### config.mk
export PLATFORM = sky130hd
export DESIGN_NAME = pushbuffer_command_parser_top
export DESIGN_NICKNAME = d
export VERILOG_FILES = /design/src/design/pcp_pkg.sv /design/src/design/pcp_front.sv /design/src/design/pcp_queue.sv /design/src/design/pcp_back.sv /design/src/design/pushbuffer_command_parser_top.sv
export SDC_FILE = /design/constraint.sdc
export NUM_CORES = 1
export LEC_CHECK = 0
export BUFFER_PORTS_ARGS = -buffer_cell sky130_fd_sc_hd__buf_2
export CORE_UTILIZATION = 25
export CTS_CLUSTER_SIZE = 40
export DETAILED_ROUTE_END_ITERATION = 16
export PLACE_DENSITY = 0.48
export SLEW_MARGIN = 20
export SYNTH_ARGS = -nofsm -noshare
export SYNTH_HDL_FRONTEND = slang
export SYNTH_SLANG_ARGS = --single-unit
### constraint.sdc
create_clock -name i_clk -period 6.9 [get_ports i_clk]
set_clock_uncertainty 0.05 [all_clocks]
set_input_delay 0.345 -clock i_clk [delete_from_list [all_inputs] [get_ports i_clk]]
set_output_delay 0.345 -clock i_clk [all_outputs]
set_load 0.005 [all_outputs]
### src/design/pcp_pkg.sv
// ----------------------------------------------------------------------------
// pcp_pkg
// shared types and constants of the pushbuffer command parser
// ----------------------------------------------------------------------------
package pcp_pkg;

    // error codes, sticky in the execute stage
    localparam logic [2:0] ERR_NONE = 3'd0;
    localparam logic [2:0] ERR_PROT = 3'd1;
    localparam logic [2:0] ERR_CALL = 3'd2;
    localparam logic [2:0] ERR_RET  = 3'd3;
    localparam logic [2:0] ERR_RSVD = 3'd4;

    // header decode masks
    localparam logic [31:0] OLD_JUMP_MASK  = 32'he000_0003;
    localparam logic [31:0] OLD_JUMP_CODE  = 32'h2000_0000;
    localparam logic [31:0] OLD_JUMP_ADDR  = 32'h1fff_ffff;
    localparam logic [31:0] ADDR_MASK      = 32'hffff_fffc;
    localparam logic [31:0] RETURN_WORD    = 32'h0002_0000;
    localparam logic [31:0] METHOD_MASK    = 32'he003_0003;
    localparam logic [31:0] METHOD_NONINC  = 32'h4000_0000;
    localparam logic [1:0]  TAG_JUMP       = 2'd1;
    localparam logic [1:0]  TAG_CALL       = 2'd2;

    // depth of the queue between decode and execute
    localparam int QUEUE_DEPTH = 4;

    localparam int IN_TDATA_W  = 40;
    localparam int OUT_TDATA_W = 104;

    typedef enum logic [2:0] {
        KIND_OLD_JUMP,
        KIND_JUMP,
        KIND_CALL,
        KIND_RETURN,
        KIND_METHOD,
        KIND_RESERVED
    } t_kind;

    // classified item passed from decode to execute
    typedef struct packed {
        logic [31:0] word;
        logic        cache_full;
        t_kind       kind;
        logic        non_inc;
    } t_cmd;

    // result item, lowest field in the lowest bits
    typedef struct packed {
        logic [10:0] data_count;
        logic        interrupt;
        logic [2:0]  error_code;
        logic [6:0]  cache_slot;
        logic [31:0] data;
        logic        non_increasing;
        logic [2:0]  subchannel;
        logic [10:0] method_index;
        logic        emit;
        logic [31:0] next_get;
        logic        accepted;
    } t_result;

endpackage

### src/design/pcp_front.sv
// ----------------------------------------------------------------------------
// pcp_front
// input register and header classification of pushbuffer words
// ----------------------------------------------------------------------------
module pcp_front import pcp_pkg::*; (
    input  logic                  i_clk,
    input  logic                  i_rst_n,
    input  logic                  s_axis_tvalid,
    output logic                  s_axis_tready,
    input  logic [IN_TDATA_W-1:0] s_axis_tdata,   // word[31:0], cache_full[32]
    output logic                  o_valid,
    output t_cmd                  o_cmd,
    input  logic                  i_ready
);

    logic        r_valid;
    t_cmd        r_cmd;
    t_cmd        n_cmd;
    logic [31:0] w;

    assign w = s_axis_tdata[31:0];

    always_comb begin
        n_cmd            = '0;
        n_cmd.word       = w;
        n_cmd.cache_full = s_axis_tdata[32];
        n_cmd.non_inc    = ((w & METHOD_MASK) == METHOD_NONINC);
        if ((w & OLD_JUMP_MASK) == OLD_JUMP_CODE) begin
            n_cmd.kind = KIND_OLD_JUMP;
        end else if (w[1:0] == TAG_JUMP) begin
            n_cmd.kind = KIND_JUMP;
        end else if (w[1:0] == TAG_CALL) begin
            n_cmd.kind = KIND_CALL;
        end else if (w == RETURN_WORD) begin
            n_cmd.kind = KIND_RETURN;
        end else if ((w & METHOD_MASK) == '0 || (w & METHOD_MASK) == METHOD_NONINC) begin
            n_cmd.kind = KIND_METHOD;
        end else begin
            n_cmd.kind = KIND_RESERVED;
        end
    end

    assign s_axis_tready = !r_valid || i_ready;

    always_ff @(posedge i_clk) begin
        if (!i_rst_n) begin
            r_valid <= 1'b0;
        end else if (s_axis_tready) begin
            r_valid <= s_axis_tvalid;
        end
    end

    always_ff @(posedge i_clk) begin
        if (s_axis_tvalid && s_axis_tready) begin
            r_cmd <= n_cmd;
        end
    end

    assign o_valid = r_valid;
    assign o_cmd   = r_cmd;

endmodule

### src/design/pcp_queue.sv
// ----------------------------------------------------------------------------
// pcp_queue
// short fifo between decode and execute
// ----------------------------------------------------------------------------
module pcp_queue import pcp_pkg::*; (
    input  logic i_clk,
    input  logic i_rst_n,
    input  logic i_push,
    input  t_cmd i_cmd,
    output logic o_ready,
    output logic o_valid,
    output t_cmd o_cmd,
    input  logic i_pop
);

    localparam int PTR_W = $clog2(QUEUE_DEPTH);
    localparam int CNT_W = $clog2(QUEUE_DEPTH + 1);

    t_cmd             r_mem [QUEUE_DEPTH];
    logic [PTR_W-1:0] r_wr_ptr;
    logic [PTR_W-1:0] r_rd_ptr;
    logic [CNT_W-1:0] r_count;
    logic             push_en;
    logic             pop_en;

    assign o_ready = (r_count != CNT_W'(QUEUE_DEPTH));
    assign o_valid = (r_count != '0);
    assign o_cmd   = r_mem[r_rd_ptr];
    assign push_en = i_push && o_ready;
    assign pop_en  = i_pop && o_valid;

    always_ff @(posedge i_clk) begin
        if (!i_rst_n) begin
            r_wr_ptr <= '0;
            r_rd_ptr <= '0;
            r_count  <= '0;
        end else begin
            if (push_en) begin
                r_wr_ptr <= r_wr_ptr + 1'b1;
            end
            if (pop_en) begin
                r_rd_ptr <= r_rd_ptr + 1'b1;
            end
            if (push_en && !pop_en) begin
                r_count <= r_count + 1'b1;
            end else if (pop_en && !push_en) begin
                r_count <= r_count - 1'b1;
            end
        end
    end

    always_ff @(posedge i_clk) begin
        if (push_en) begin
            r_mem[r_wr_ptr] <= i_cmd;
        end
    end

endmodule

### src/design/pcp_back.sv
// ----------------------------------------------------------------------------
// pcp_back
// executes classified words against parser state, registers the result
// ----------------------------------------------------------------------------
module pcp_back import pcp_pkg::*; #(
    parameter int CACHE_ENTRIES = 128
) (
    input  logic                   i_clk,
    input  logic                   i_rst_n,
    input  logic [31:0]            i_dma_limit,
    input  logic                   i_valid,
    input  t_cmd                   i_cmd,
    output logic                   o_pop,
    output logic                   m_axis_tvalid,
    input  logic                   m_axis_tready,
    output logic [OUT_TDATA_W-1:0] m_axis_tdata
);

    localparam int SLOT_W = $clog2(CACHE_ENTRIES);

    logic [31:0]       r_get,       n_get;
    logic              r_sub,       n_sub;
    logic [31:0]       r_ret,       n_ret;
    logic [10:0]       r_method,    n_method;
    logic [2:0]        r_subch,     n_subch;
    logic              r_type,      n_type;
    logic [10:0]       r_remaining, n_remaining;
    logic [10:0]       r_done,      n_done;
    logic [2:0]        r_err,       n_err;
    logic [SLOT_W-1:0] r_slot,      n_slot;
    logic              r_out_valid;
    t_result           r_res,       n_res;
    logic [31:0]       g;
    logic              ok;
    logic [SLOT_W+6:0] slot_ext;

    assign o_pop    = i_valid && (!r_out_valid || m_axis_tready);
    assign slot_ext = {7'd0, r_slot};

    always_comb begin
        n_get       = r_get;
        n_sub       = r_sub;
        n_ret       = r_ret;
        n_method    = r_method;
        n_subch     = r_subch;
        n_type      = r_type;
        n_remaining = r_remaining;
        n_done      = r_done;
        n_err       = r_err;
        n_slot      = r_slot;
        n_res       = '0;
        g           = r_get + 32'd4;
        ok          = 1'b1;
        if (r_err == ERR_NONE) begin
            if (r_get >= i_dma_limit) begin
                n_err           = ERR_PROT;
                n_res.interrupt = 1'b1;
            end else if (r_remaining != '0) begin
                // data word: one cache entry unless the cache is full
                if (!i_cmd.cache_full) begin
                    n_res.emit           = 1'b1;
                    n_res.method_index   = r_method;
                    n_res.subchannel     = r_subch;
                    n_res.non_increasing = r_type;
                    n_res.data           = i_cmd.word;
                    n_res.cache_slot     = slot_ext[6:0];
                    n_slot = (r_slot == SLOT_W'(CACHE_ENTRIES - 1)) ? '0 : r_slot + 1'b1;
                    if (!r_type) begin
                        n_method = r_method + 1'b1;
                    end
                    n_remaining    = r_remaining - 1'b1;
                    n_done         = r_done + 1'b1;
                    n_res.accepted = 1'b1;
                    n_get          = g;
                end
            end else begin
                unique case (i_cmd.kind)
                    KIND_OLD_JUMP: g = i_cmd.word & OLD_JUMP_ADDR;
                    KIND_JUMP:     g = i_cmd.word & ADDR_MASK;
                    KIND_CALL: begin
                        if (r_sub) begin
                            n_err = ERR_CALL;
                            ok    = 1'b0;
                        end else begin
                            n_ret = g;
                            n_sub = 1'b1;
                            g     = i_cmd.word & ADDR_MASK;
                        end
                    end
                    KIND_RETURN: begin
                        if (!r_sub) begin
                            n_err = ERR_RET;
                            ok    = 1'b0;
                        end else begin
                            g     = r_ret;
                            n_sub = 1'b0;
                        end
                    end
                    KIND_METHOD: begin
                        n_method    = i_cmd.word[12:2];
                        n_subch     = i_cmd.word[15:13];
                        n_remaining = i_cmd.word[28:18];
                        n_type      = i_cmd.non_inc;
                        n_done      = '0;
                    end
                    default: begin
                        n_err = ERR_RSVD;
                        ok    = 1'b0;
                    end
                endcase
                if (ok) begin
                    n_res.accepted = 1'b1;
                    n_get          = g;
                end else begin
                    n_res.interrupt = 1'b1;
                end
            end
        end
        n_res.next_get   = n_get;
        n_res.error_code = n_err;
        n_res.data_count = n_done;
    end

    always_ff @(posedge i_clk) begin
        if (!i_rst_n) begin
            r_get       <= '0;
            r_sub       <= 1'b0;
            r_ret       <= '0;
            r_method    <= '0;
            r_subch     <= '0;
            r_type      <= 1'b0;
            r_remaining <= '0;
            r_done      <= '0;
            r_err       <= ERR_NONE;
            r_slot      <= '0;
            r_out_valid <= 1'b0;
        end else begin
            if (o_pop) begin
                r_get       <= n_get;
                r_sub       <= n_sub;
                r_ret       <= n_ret;
                r_method    <= n_method;
                r_subch     <= n_subch;
                r_type      <= n_type;
                r_remaining <= n_remaining;
                r_done      <= n_done;
                r_err       <= n_err;
                r_slot      <= n_slot;
                r_out_valid <= 1'b1;
            end else if (m_axis_tready) begin
                r_out_valid <= 1'b0;
            end
        end
    end

    always_ff @(posedge i_clk) begin
        if (o_pop) begin
            r_res <= n_res;
        end
    end

    assign m_axis_tvalid = r_out_valid;
    assign m_axis_tdata  = {1'b0, r_res};

    // an emitted entry always consumes its word
    a_emit_accepted: assert property (@(posedge i_clk) disable iff (!i_rst_n)
        r_out_valid |-> (!r_res.emit || r_res.accepted))
        else $error("entry emitted without consuming the word");

    // an interrupt always comes with a held error
    a_irq_error: assert property (@(posedge i_clk) disable iff (!i_rst_n)
        r_out_valid && r_res.interrupt |-> (r_res.error_code != ERR_NONE))
        else $error("interrupt without error");

    // errors are sticky
    a_err_sticky: assert property (@(posedge i_clk) disable iff (!i_rst_n)
        (r_err != ERR_NONE) |=> (r_err == $past(r_err)))
        else $error("sticky error changed");

    // get pointer only moves on an accepted word
    a_get_hold: assert property (@(posedge i_clk) disable iff (!i_rst_n)
        o_pop && !n_res.accepted |=> $stable(r_get))
        else $error("get pointer moved on a rejected word");

endmodule

### src/design/pushbuffer_command_parser_top.sv
// ----------------------------------------------------------------------------
// pushbuffer_command_parser_top
// pushbuffer command parser: decodes fetched words into command cache entries
// ----------------------------------------------------------------------------
// Takes one pushbuffer word per item on the s_axis side and returns exactly one
// result item per word on the m_axis side. Items flow at one per clock cycle,
// back to back, while the output is not stalled. A result passes the input
// register, the queue and the execute register before it shows on m_axis. The
// decode front end classifies each word as it arrives; a short queue lets it
// keep taking words while the execute stage waits on a stalled output. The
// execute stage holds the get pointer, subroutine return pointer, current
// method and the sticky error, and settles one word per cycle while the output
// is not stalled; that single state update loop sets the rate. The dma_limit
// register is at byte address 0 of the APB port and must only be written while
// no item is in flight.
// ----------------------------------------------------------------------------
module pushbuffer_command_parser_top import pcp_pkg::*; #(
    parameter int CACHE_ENTRIES = 128
) (
    input  logic                   i_clk,
    input  logic                   i_rst_n,
    // input items
    input  logic                   s_axis_tvalid,
    output logic                   s_axis_tready,
    input  logic [IN_TDATA_W-1:0]  s_axis_tdata,  // word[31:0], cache_full[32]
    // result items
    output logic                   m_axis_tvalid,
    input  logic                   m_axis_tready,
    // accepted[0], next_get[32:1], emit[33], method_index[44:34],
    // subchannel[47:45], non_increasing[48], data[80:49], cache_slot[87:81],
    // error_code[90:88], interrupt[91], data_count[102:92]
    output logic [OUT_TDATA_W-1:0] m_axis_tdata,
    // configuration
    input  logic                   psel,
    input  logic                   penable,
    input  logic                   pwrite,
    input  logic [2:0]             paddr,
    input  logic [31:0]            pwdata,
    output logic [31:0]            prdata,
    output logic                   pready
);

    logic [31:0] r_dma_limit;
    logic        f_valid;
    t_cmd        f_cmd;
    logic        q_ready;
    logic        q_valid;
    t_cmd        q_cmd;
    logic        b_pop;
    logic        cfg_wr;

    // config register, single access-cycle write
    assign pready = 1'b1;
    assign cfg_wr = psel && penable && pwrite && pready && !paddr[2];
    assign prdata = paddr[2] ? 32'd0 : r_dma_limit;

    always_ff @(posedge i_clk) begin
        if (!i_rst_n) begin
            r_dma_limit <= '0;
        end else if (cfg_wr) begin
            r_dma_limit <= pwdata;
        end
    end

    // decode front end
    pcp_front u_front (
        .i_clk         (i_clk),
        .i_rst_n       (i_rst_n),
        .s_axis_tvalid (s_axis_tvalid),
        .s_axis_tready (s_axis_tready),
        .s_axis_tdata  (s_axis_tdata),
        .o_valid       (f_valid),
        .o_cmd         (f_cmd),
        .i_ready       (q_ready)
    );

    // decouples decode from execute
    pcp_queue u_queue (
        .i_clk   (i_clk),
        .i_rst_n (i_rst_n),
        .i_push  (f_valid),
        .i_cmd   (f_cmd),
        .o_ready (q_ready),
        .o_valid (q_valid),
        .o_cmd   (q_cmd),
        .i_pop   (b_pop)
    );

    // execute stage with result register
    pcp_back #(
        .CACHE_ENTRIES (CACHE_ENTRIES)
    ) u_back (
        .i_clk         (i_clk),
        .i_rst_n       (i_rst_n),
        .i_dma_limit   (r_dma_limit),
        .i_valid       (q_valid),
        .i_cmd         (q_cmd),
        .o_pop         (b_pop),
        .m_axis_tvalid (m_axis_tvalid),
        .m_axis_tready (m_axis_tready),
        .m_axis_tdata  (m_axis_tdata)
    );

endmodule

## After elaboration in Yosys (flattened, before gate mapping)

Memories as Yosys holds them, arrays and structs flattened. A register that Yosys moved wholly into a read port is not among the register bits.
Cells that the tools add are included.

- Word-level logic and storage cells: 153
- RAM bits: 148
- Output and inout port bits: 139
- Input bits: 82
- Flip-flop bits (word level): 293
- Memories kept: 1

Memory list:

| name | depth | bits a word | read ports | clocked after Yosys merged registers in | write ports | line | text |
|---|---|---|---|---|---|---|---|
| u_queue.r_mem | 4 | 37 | 1 | 1 | 1 | pcp_queue.sv:19 | `t_cmd r_mem [QUEUE_DEPTH];` |

- $lt $le $gt $ge: 1
- Bitwise gates (word level): 4
- Reductions and logical operators: 38
- Muxes and demuxes: 54
- Add/subtract/negate cells: 9
- Eq/ne operators: 13

Operators with widths:

| operator | number |
|---|---|
| two-way mux 32 bit | 8 |
| two-way mux 11 bit | 12 |
| case mux 32 bit (4 select lines) | 1 |
| adder 32 x 3 -> 32 bit, second input constant | 1 |
| equality test 32 x 18 -> 1 bit, second input constant | 1 |
| >= comparator 32 bit | 1 |
| zero test 32 bit | 1 |
| AND reduction 5 bit | 5 |
| adder 11 x 1 -> 11 bit, second input constant | 2 |
| two-way mux 3 bit | 7 |
| two-way mux 1 bit | 18 |
| nonzero test 11 bit | 1 |
| subtractor 11 x 1 -> 11 bit, second input constant | 1 |
| logical AND 1 bit | 9 |
| case mux 3 bit (3 select lines) | 1 |
| two-way mux 2 bit | 4 |
| nonzero test 2 bit | 4 |
| OR reduction 4 bit | 2 |
| adder 7 x 1 -> 7 bit, second input constant | 1 |
| equality test 7 x 6 -> 1 bit, second input constant | 1 |
| equality test 7 bit, second input constant | 1 |
| two-way mux 7 bit | 1 |
| equality test 3 x 2 -> 1 bit, second input constant | 2 |
| zero test 3 bit | 2 |
| 19 further kinds | 32 |

## Longest topological paths before layout

Gate-level depths: netlist of the first run.

- Word-level depth: 10
- Depth in mapped cells: 12

## By module

Synthesis of the first run repeated with hierarchy kept, for this count alone.

- Cells, all modules: 1731
- Area, all modules: 20377.0 µm²

By module, submodules not included:

| module | cells an instance | sequential area each (µm²) | area each (µm²) | times used |
|---|---|---|---|---|
| pcp_back | 1251 | 5355.1 | 11661.2 | 1 |
| pcp_queue | 241 | 4624.4 | 5890.6 | 1 |
| pushbuffer_command_parser_top | 177 | 640.6 | 1537.7 | 1 |
| pcp_front | 62 | 1131.1 | 1287.5 | 1 |

## Least setup slack after synthesis of the first run

OpenSTA, ideal clock, no wires.

- Path type: register to register
- From: reg u_queue.r_count[0]
- To: reg u_back.r_get[4]
- Period minus slack after synthesis: 4.900 ns
- Slack: 2.000 ns
- Data required time: 6.770 ns
- Cell stages (with the launch flop): 8
- Data arrival time: 4.771 ns
- Path through: dfxtp_1 -> nor3_1 -> a21o_1 -> inv_1 -> clkbuf_1 -> clkbuf_1 -> o21ai_0 -> a21oi_1

- Longest elaborated chain between the ends: 2

RTL lines:

| what | line | text |
|---|---|---|
| from (decl) | pcp_queue.sv:22 | `logic [CNT_W-1:0] r_count;` |
| from (signal assigned) | pcp_queue.sv:45 | `r_count <= r_count + 1'b1;` |
| from (signal assigned) | pcp_queue.sv:47 | `r_count <= r_count - 1'b1;` |
| nonzero test 3 bit | pcp_queue.sv:27 | `assign o_valid = (r_count != '0);` |
| logical AND 1 bit | pcp_back.sv:37 | `assign o_pop = i_valid && (!r_out_valid \|\| m_axis_tready);` |
| named net b_pop | pushbuffer_command_parser_top.sv:49 | `logic b_pop;` |
| to (signal assigned) | pcp_back.sv:139 | `r_get <= n_get;` |
| to (decl) | pcp_back.sv:21 | `logic [31:0] r_get, n_get;` |

The timed path passes the listed nets, and every way through them passes these cells.
A chain may end at the register's enable or synchronous reset.

## Worst setup path in the final report of the first run

- From: reg u_back.r_get[13]
- To: reg u_back.r_res (netlist bit u_back.m_axis_tdata[92]), data pin

- Longest elaborated chain between the ends: 3

RTL lines:

| what | line | text |
|---|---|---|
| >= comparator 32 bit | pcp_back.sv:55 | `if (r_get >= i_dma_limit) begin` |
| two-way mux 11 bit | pcp_back.sv:55 |  |
| two-way mux 11 bit | pcp_back.sv:54 | `if (r_err == ERR_NONE) begin` |
| named net u_back.n_done[0] | pcp_back.sv:28 | `logic [10:0] r_done, n_done;` |
| to (signal assigned) | pcp_back.sv:158 | `r_res <= n_res;` |
| to (decl) | pcp_back.sv:32 | `t_result r_res, n_res;` |

The timed path passes the listed nets, and every way through them passes these cells.

==> results.cfg, run 1 <==
[timing]
setup_tns_ns = 0
fin_ws_ns = 2.18
fin_crit_sh = 0.683
min_period_ns = 4.72
maxSlewViolCount = 0
max_freq_mhz = 212
rsz0062_at_grt = false
slew_headroom = 0.267
worst_slew_pin_slew_ns = 1.10
hold_viol = 0
hold_ws_ns = 0.301
setup_viol = 0

[hold_path]
hold_path_class = in -> reg
hold_start = i_rst_n

[worst_setup_path]
path_class = reg -> reg
slowest_stage = clkinv_1
critical_path.cell_chain = ha_1 -> nand4_1 -> nor3_1 -> or4b_1 -> and4_1 -> o211ai_1 -> buf_4 -> clkinv_1 -> buf_4 -> mux2_2
cp_max_fo = 41
endpoint_kind = flip-flop
max_stage_delay_ns = 0.78
cpMostUsedCell = buf_4
required_ns = 7.19
timing.rr.start = u_back.r_get[13]
cp-start-kind = flip-flop
startpoint = u_back.r_get[13]
cp_data_arrival_time_ns = 5.00

[clock_tree]
cts_hold_buffers = 67
path_clk_slew_ns = 0.06
htreeDepth = 2
cts_buffers = 51
cts_max_path_buffers = 3
cts_resized = 0
root_buffer = clkbuf_16
clk_latency_ns = 0.61
cts_tree = done
post_cts_buffers = 0
cts_sinks = 443

[floorplan]
die_area_mm2 = 0.0806
io-pin-count = 221
die_height_um = 284
std_cell_rows = 103
initial_utilization = 0.252
die_x_um = 284
core_area_mm2 = 0.0789

[route]
antenna_left = 0
drt_iter0_markers = 1454
avgViaCountPerCell = 4.95
vias = 15243
wirelength_mm = 62.9
routedWlPerCell_um = 20.4
drc = 0
first_pass_iters = 7

[yosys]
ys_warn_count = 0
ys.flop_type = edfxtp_1
syn_area_mm2 = 0.0199
synth_edf_count = 288
ys_seq_elements = 443
synth_cell_type_count = 80
seq_area_frac_synth = 0.591
syn-mean-instance-area_um2 = 11.5
async_flop_share = 0
syn-instance-count = 1736
syn_nets = 1861

[layout]
seqCellArea_mm2 = 0.0118
diodes = 0
multi_input_area_mm2 = 0.00750
final_cells = 3078
nets = 2110
n_fill_cell = 8059
syn_to_final_growth_pct = 23.9
fin_area_mm2 = 0.0246
drive_gt1_frac = 0.194

[placed_design]
place_congestion = 0.852
port-buffer-count = 209
post-place-ws_ns = 2.20
dpl-instance-area_mm2 = 0.0221
dpl.cell_count = 2915
dp_hpwl_mm = 43.0

[grt]
grt_max_degree = 70
antenna_found_initial = 2
grt_pass1_wl_mm = 93.8
first_global_vias = 14670
grt_overflow = 0
track_usage = 0.151

[pwr]
leakage_nw = 8.70
power_density_mw_per_mm2 = 516
ir_drop_mv = 0.332

[outcome]
outcome = completed

[flow_run]
cap_violations = 0
final timing paths:
path                                                end  slack, ns  cells after the start
worst max-delay path            u_back.m_axis_tdata[92]       2.18                     10
worst min-delay path                       u_back.r_sub       0.30                      3
worst max register to register  u_back.m_axis_tdata[92]       2.18                     10
worst min register to register           r_dma_limit[8]       0.41                      2
metrics by stage:
step            util  total power [mW]
3_3_place_gp   0.280              9.67
3_5_place_dp   0.280              9.75
6_report       0.312              12.7
2_1_floorplan      -              7.31
4_1_cts        0.312              12.8
5_1_grt        0.312              13.4
cell usage in the layout (no fill, tap or decap), types with 15 or more instances in the layout:
cell type,n
nand2_1,170
dfxtp_1,154
a21oi_1,142
nor2_1,113
edfxtp_1,288
nand3_1,39
ha_1,42
buf_4,35
nor4_1,15
o21ai_0,74
a31oi_1,17
o2bb2ai_1,16
inv_1,51
a211oi_1,23
mux2i_1,15
mux4_2,37
buf_2,209
xnor2_1,18
clkbuf_16,53
and2_1,64
nand4_1,20
xor2_1,15
dlygate4sd3_1,67
nor3_1,57
Yosys cell counts, types with 6 or more instances:
cell type,number,share of area
a211oi_1,24,0.0091
a21o_1,11,0.0042
a21oi_1,143,0.036
a221oi_1,6,0.0026
a22o_1,14,0.0062
a22oi_1,13,0.0049
a31oi_1,18,0.0057
and2_1,64,0.020
and3_1,14,0.0044
and4_1,12,0.0053
buf_1,10,0.0019
buf_2,8,0.0020
clkbuf_1,94,0.018
dfxtp_1,155,0.16
edfxtp_1,288,0.44
ha_1,42,0.026
inv_1,54,0.010
mux2i_1,15,0.0076
mux4_2,37,0.042
nand2_1,170,0.032
nand2b_1,8,0.0025
nand3_1,39,0.0098
nand4_1,20,0.0063
nor2_1,114,0.022
nor3_1,57,0.014
nor4_1,15,0.0047
o211ai_1,9,0.0034
o21a_1,7,0.0026
o21ai_0,75,0.019
o221ai_1,8,0.0035
o22ai_1,8,0.0025
o2bb2ai_1,16,0.0070
o31ai_1,13,0.0049
o32ai_1,8,0.0035
or3_1,13,0.0041
or4_1,8,0.0030
xnor2_1,18,0.0079
xor2_1,15,0.0066
cell type report:
type                    count  share of cell area
clock buffers              62              0.0569
clock inverters            34              0.0190
inverters                  54             0.00839
multi-input cells        1124               0.305
flip-flops and latches    443               0.477
well taps                1050              0.0534
repair buffers            311              0.0804
registers in the layout, indices dropped and copies added, names as in the netlist, 7 cells and up, named ones only:
register             count
u_back.r_get            32
u_back.r_method         11
u_queue.r_mem          148
u_back.r_remaining      11
u_back.r_slot            7
u_front.o_cmd           37
u_back.r_ret            32
u_back.r_done           11
u_back.m_axis_tdata    103
r_dma_limit             32
worst max-delay path, delay by kind of cell, from the launching register on:
kind | cells | cell delay (ns)
simple gates | 4 | 1.33
flops | 1 | 0.67
mux | 1 | 0.31
fa+ha+maj | 1 | 0.23
compound gates | 1 | 0.25
buf+inv | 3 | 1.59
cells by family (layout without fill, tap and decap cells):
kind of cell / Yosys count / count (layout) / share of synthesized area
buffers and inverters: 169 / 461 / 0.0332
AO/OA/AOI/OAI: 431 / 431 / 0.143
flip-flops: 443 / 443 / 0.591
adder cells (fa/ha/maj): 43 / 43 / 0.0274
AND/OR/NAND/NOR: 558 / 558 / 0.138
XOR/XNOR: 33 / 33 / 0.0145
other: 2 / 2 / 0.000378
multiplexers: 57 / 57 / 0.0523
per-layer routing:
layer | GRT usage | up-vias | share of wire
met2 | 0.241 | 565 | 0.46
met1 | 0.211 | 7537 | 0.45
met5 | 0 | - | 0
met4 | 0.0405 | 0 | 0.023
met3 | 0.0250 | 91 | 0.065
li1 | - | 7050 | -
report_power, final:
group	internal, mW	switching (mW)	leakage (nW)
clock network	1.83	1.15	0.901
registers	3.58	0.397	4.00
logic	1.70	4.04	3.80
total	7.11	5.59	8.70
Note: power is estimated with default switching activity, not from simulation.
==> run 2: changes to the inputs <==
PLACE_DENSITY = 0.49   (was 0.48)
clock period = 4 ns   (was 6.9 ns; I/O delays follow)
==> run 2 against run 1 <==
The run now ends with design-rule violations left. Clock power up 54%. Global-route usage up 0.12 points. Critical path depth up 2. Highest routed layer unchanged.
==> results.cfg, run 2 (same netlist as run 1, synthesis figures left out) <==
[worst_setup_path]
cp_max_fo = 33
cpMostUsedCell = buf_4
cp-start-kind = flip-flop
crit_buf_inv = 4
crit_family = simple AND/OR/NAND/NOR gates
endpoint_kind = flip-flop
cp_data_arrival_time_ns = 4.11
max_stage_delay_ns = 0.59
critical_path.cell_chain = inv_1 -> ha_1 -> a211oi_1 -> nor2_1 -> nor4_1 -> buf_4 -> and4_1 -> o211ai_1 -> inv_2 -> buf_4 -> a41oi_1 -> o21a_1
slowest_stage = and4_1
required_ns = 4.42
reg2reg_slack_ns = 0.31
path_class = reg -> reg

[layout]
largest_register_ffs = 148
n_fill_cell = 8036
nets = 2140
syn_to_final_growth_pct = 24.1
mostFrequentLayoutCells = edfxtp_1 (288), buf_2 (209), nand2_1 (170), dfxtp_1 (154), a21oi_1 (141)
fin_area_mm2 = 0.0247
fin_util = 0.313
regMostFlops = u_queue.r_mem
final_cells = 3105
mostFrequentLayoutCell = edfxtp_1
drive_gt1_frac = 0.204
diodes = 0

[grt]
first_global_vias = 14808
antenna_found_initial = 3
grt_pass1_wl_mm = 94.6
track_usage = 0.152
grt_overflow = 0
grt_use_met2 = 0.248
grt.busiest_layer = met2
grtUsageMet1 = 0.211
met3_usage = 0.0257
grt_max_degree = 122

[clock_tree]
htreeDepth = 2
cts_sinks = 443
clk_latency_ns = 0.62
root_buffer = clkbuf_16
cts_max_path_buffers = 3
cts_tree = done
cts_buffers = 49
path_clk_slew_ns = 0.06
post_cts_buffers = 0

[floorplan]
io-pin-count = 221
std_cell_rows = 103
die_area_mm2 = 0.0806
die_x_um = 284
core_area_mm2 = 0.0789
initial_utilization = 0.252
die_height_um = 284

[placed_design]
port-buffer-count = 209
dpl-instance-area_mm2 = 0.0224
dp_hpwl_mm = 44.3
dpl.cell_count = 2947
place_congestion = 0.853

[route]
drc = 2
routedWlPerCell_um = 20.4
antenna_left = 0
drt_iter0_markers = 1237
vias = 15224
first_pass_iters = 13
wirelength_mm = 63.3
avgViaCountPerCell = 4.90

[pwr]
clkPwrFrac = 0.208
power_frac_comb = 0.484
swShare = 0.443
power_density_mw_per_mm2 = 889
totalPowerFinal_mw = 21.9
seqPwrFrac = 0.308
switching_power_mw = 9.71
p_int_mw = 12.2
ir_drop_mv = 0.531
leakage_nw = 8.76

[flow_run]
cap_violations = 0

[timing]
hold_viol = 0
setup_viol = 0
max_freq_mhz = 271
rsz0062_at_grt = false
slew_headroom = 0.317
fin_crit_sh = 0.923
setup_tns_ns = 0
worst_slew_pin_slew_ns = 1.02
maxSlewViolCount = 0
min_period_ns = 3.69

[outcome]
violations = design-rule violations
outcome = finished with violations

[hold_path]
hold_path_class = in -> reg
## run 2: changes by cell type in the layout (fill, tap and decap cells not counted), moves of 2 or more
cell,previous run,this run
buf_4,35,64
clkbuf_1,5,12
clkinv_1,10,4
bufinv_16,10,5
clkbuf_16,53,49
buf_12,0,3
clkinv_2,8,11
clkbuf_8,4,2
## run 2: layout make-up
class / instances / area, µm² / area share
sequential: 443 / 11800 / 0.476
clock buffer: 63 / 1300 / 0.0526
inverter: 54 / 206 / 0.00837
clock inverter: 28 / 342 / 0.0138
tap: 1050 / 1310 / 0.0533
multi-input combinational: 1124 / 7500 / 0.304
timing repair buffer: 343 / 2260 / 0.0915
## run 2: metal layers
metal  up-vias  share of wire
met5         -              0
met4         0          0.018
met3        77          0.056
met2       515           0.47
met1      7521           0.46
li1       7111              -
## run 2: what timing repair did
action | 4_1_cts | 5_1_grt
hold endpoints to repair | 71 | 0
hold buffers | 67 | 0
resized for setup | 0 | 0
## run 2: final timing paths
kind	startpoint	end	cells after the start
worst max register to register	r_dma_limit[21]	u_back.r_slot[3]	12
worst min register to register	r_dma_limit[16]	r_dma_limit[16]	2
worst max-delay path	r_dma_limit[21]	u_back.r_slot[3]	12
worst min-delay path	penable	r_dma_limit[29]	5
## run 2: power groups by stage
stage	registers, mW	logic [mW]	clock network (mW)
detailed placement	6.87	10.6	0
global route	6.88	11.5	4.84
floorplan	6.70	5.87	0
global placement	6.87	10.5	0
finish	6.76	10.6	4.56
CTS	6.79	10.7	4.69
## run 2: stage by stage
| step | worst slack (ns) | hold WS [ns] |
|---|---|---|
| 2_1_floorplan | 0.814 | 0.249 |
| 3_3_place_gp | 0.424 | 0.334 |
| 3_5_place_dp | 0.367 | 0.329 |
| 4_1_cts | 0.296 | 0.125 |
| 5_1_grt | 0.000838 | 0.179 |
| 6_report | 0.310 | 0.161 |
## run 2: worst register-to-register path, stage by stage, from the launching register on
cell	delay [ns]
dfxtp_1	0.34
inv_1	0.08
ha_1	0.31
a211oi_1	0.23
nor2_1	0.13
nor4_1	0.34
buf_4	0.18
and4_1	0.59
o211ai_1	0.30
inv_2	0.32
buf_4	0.35
a41oi_1	0.16
o21a_1	0.15
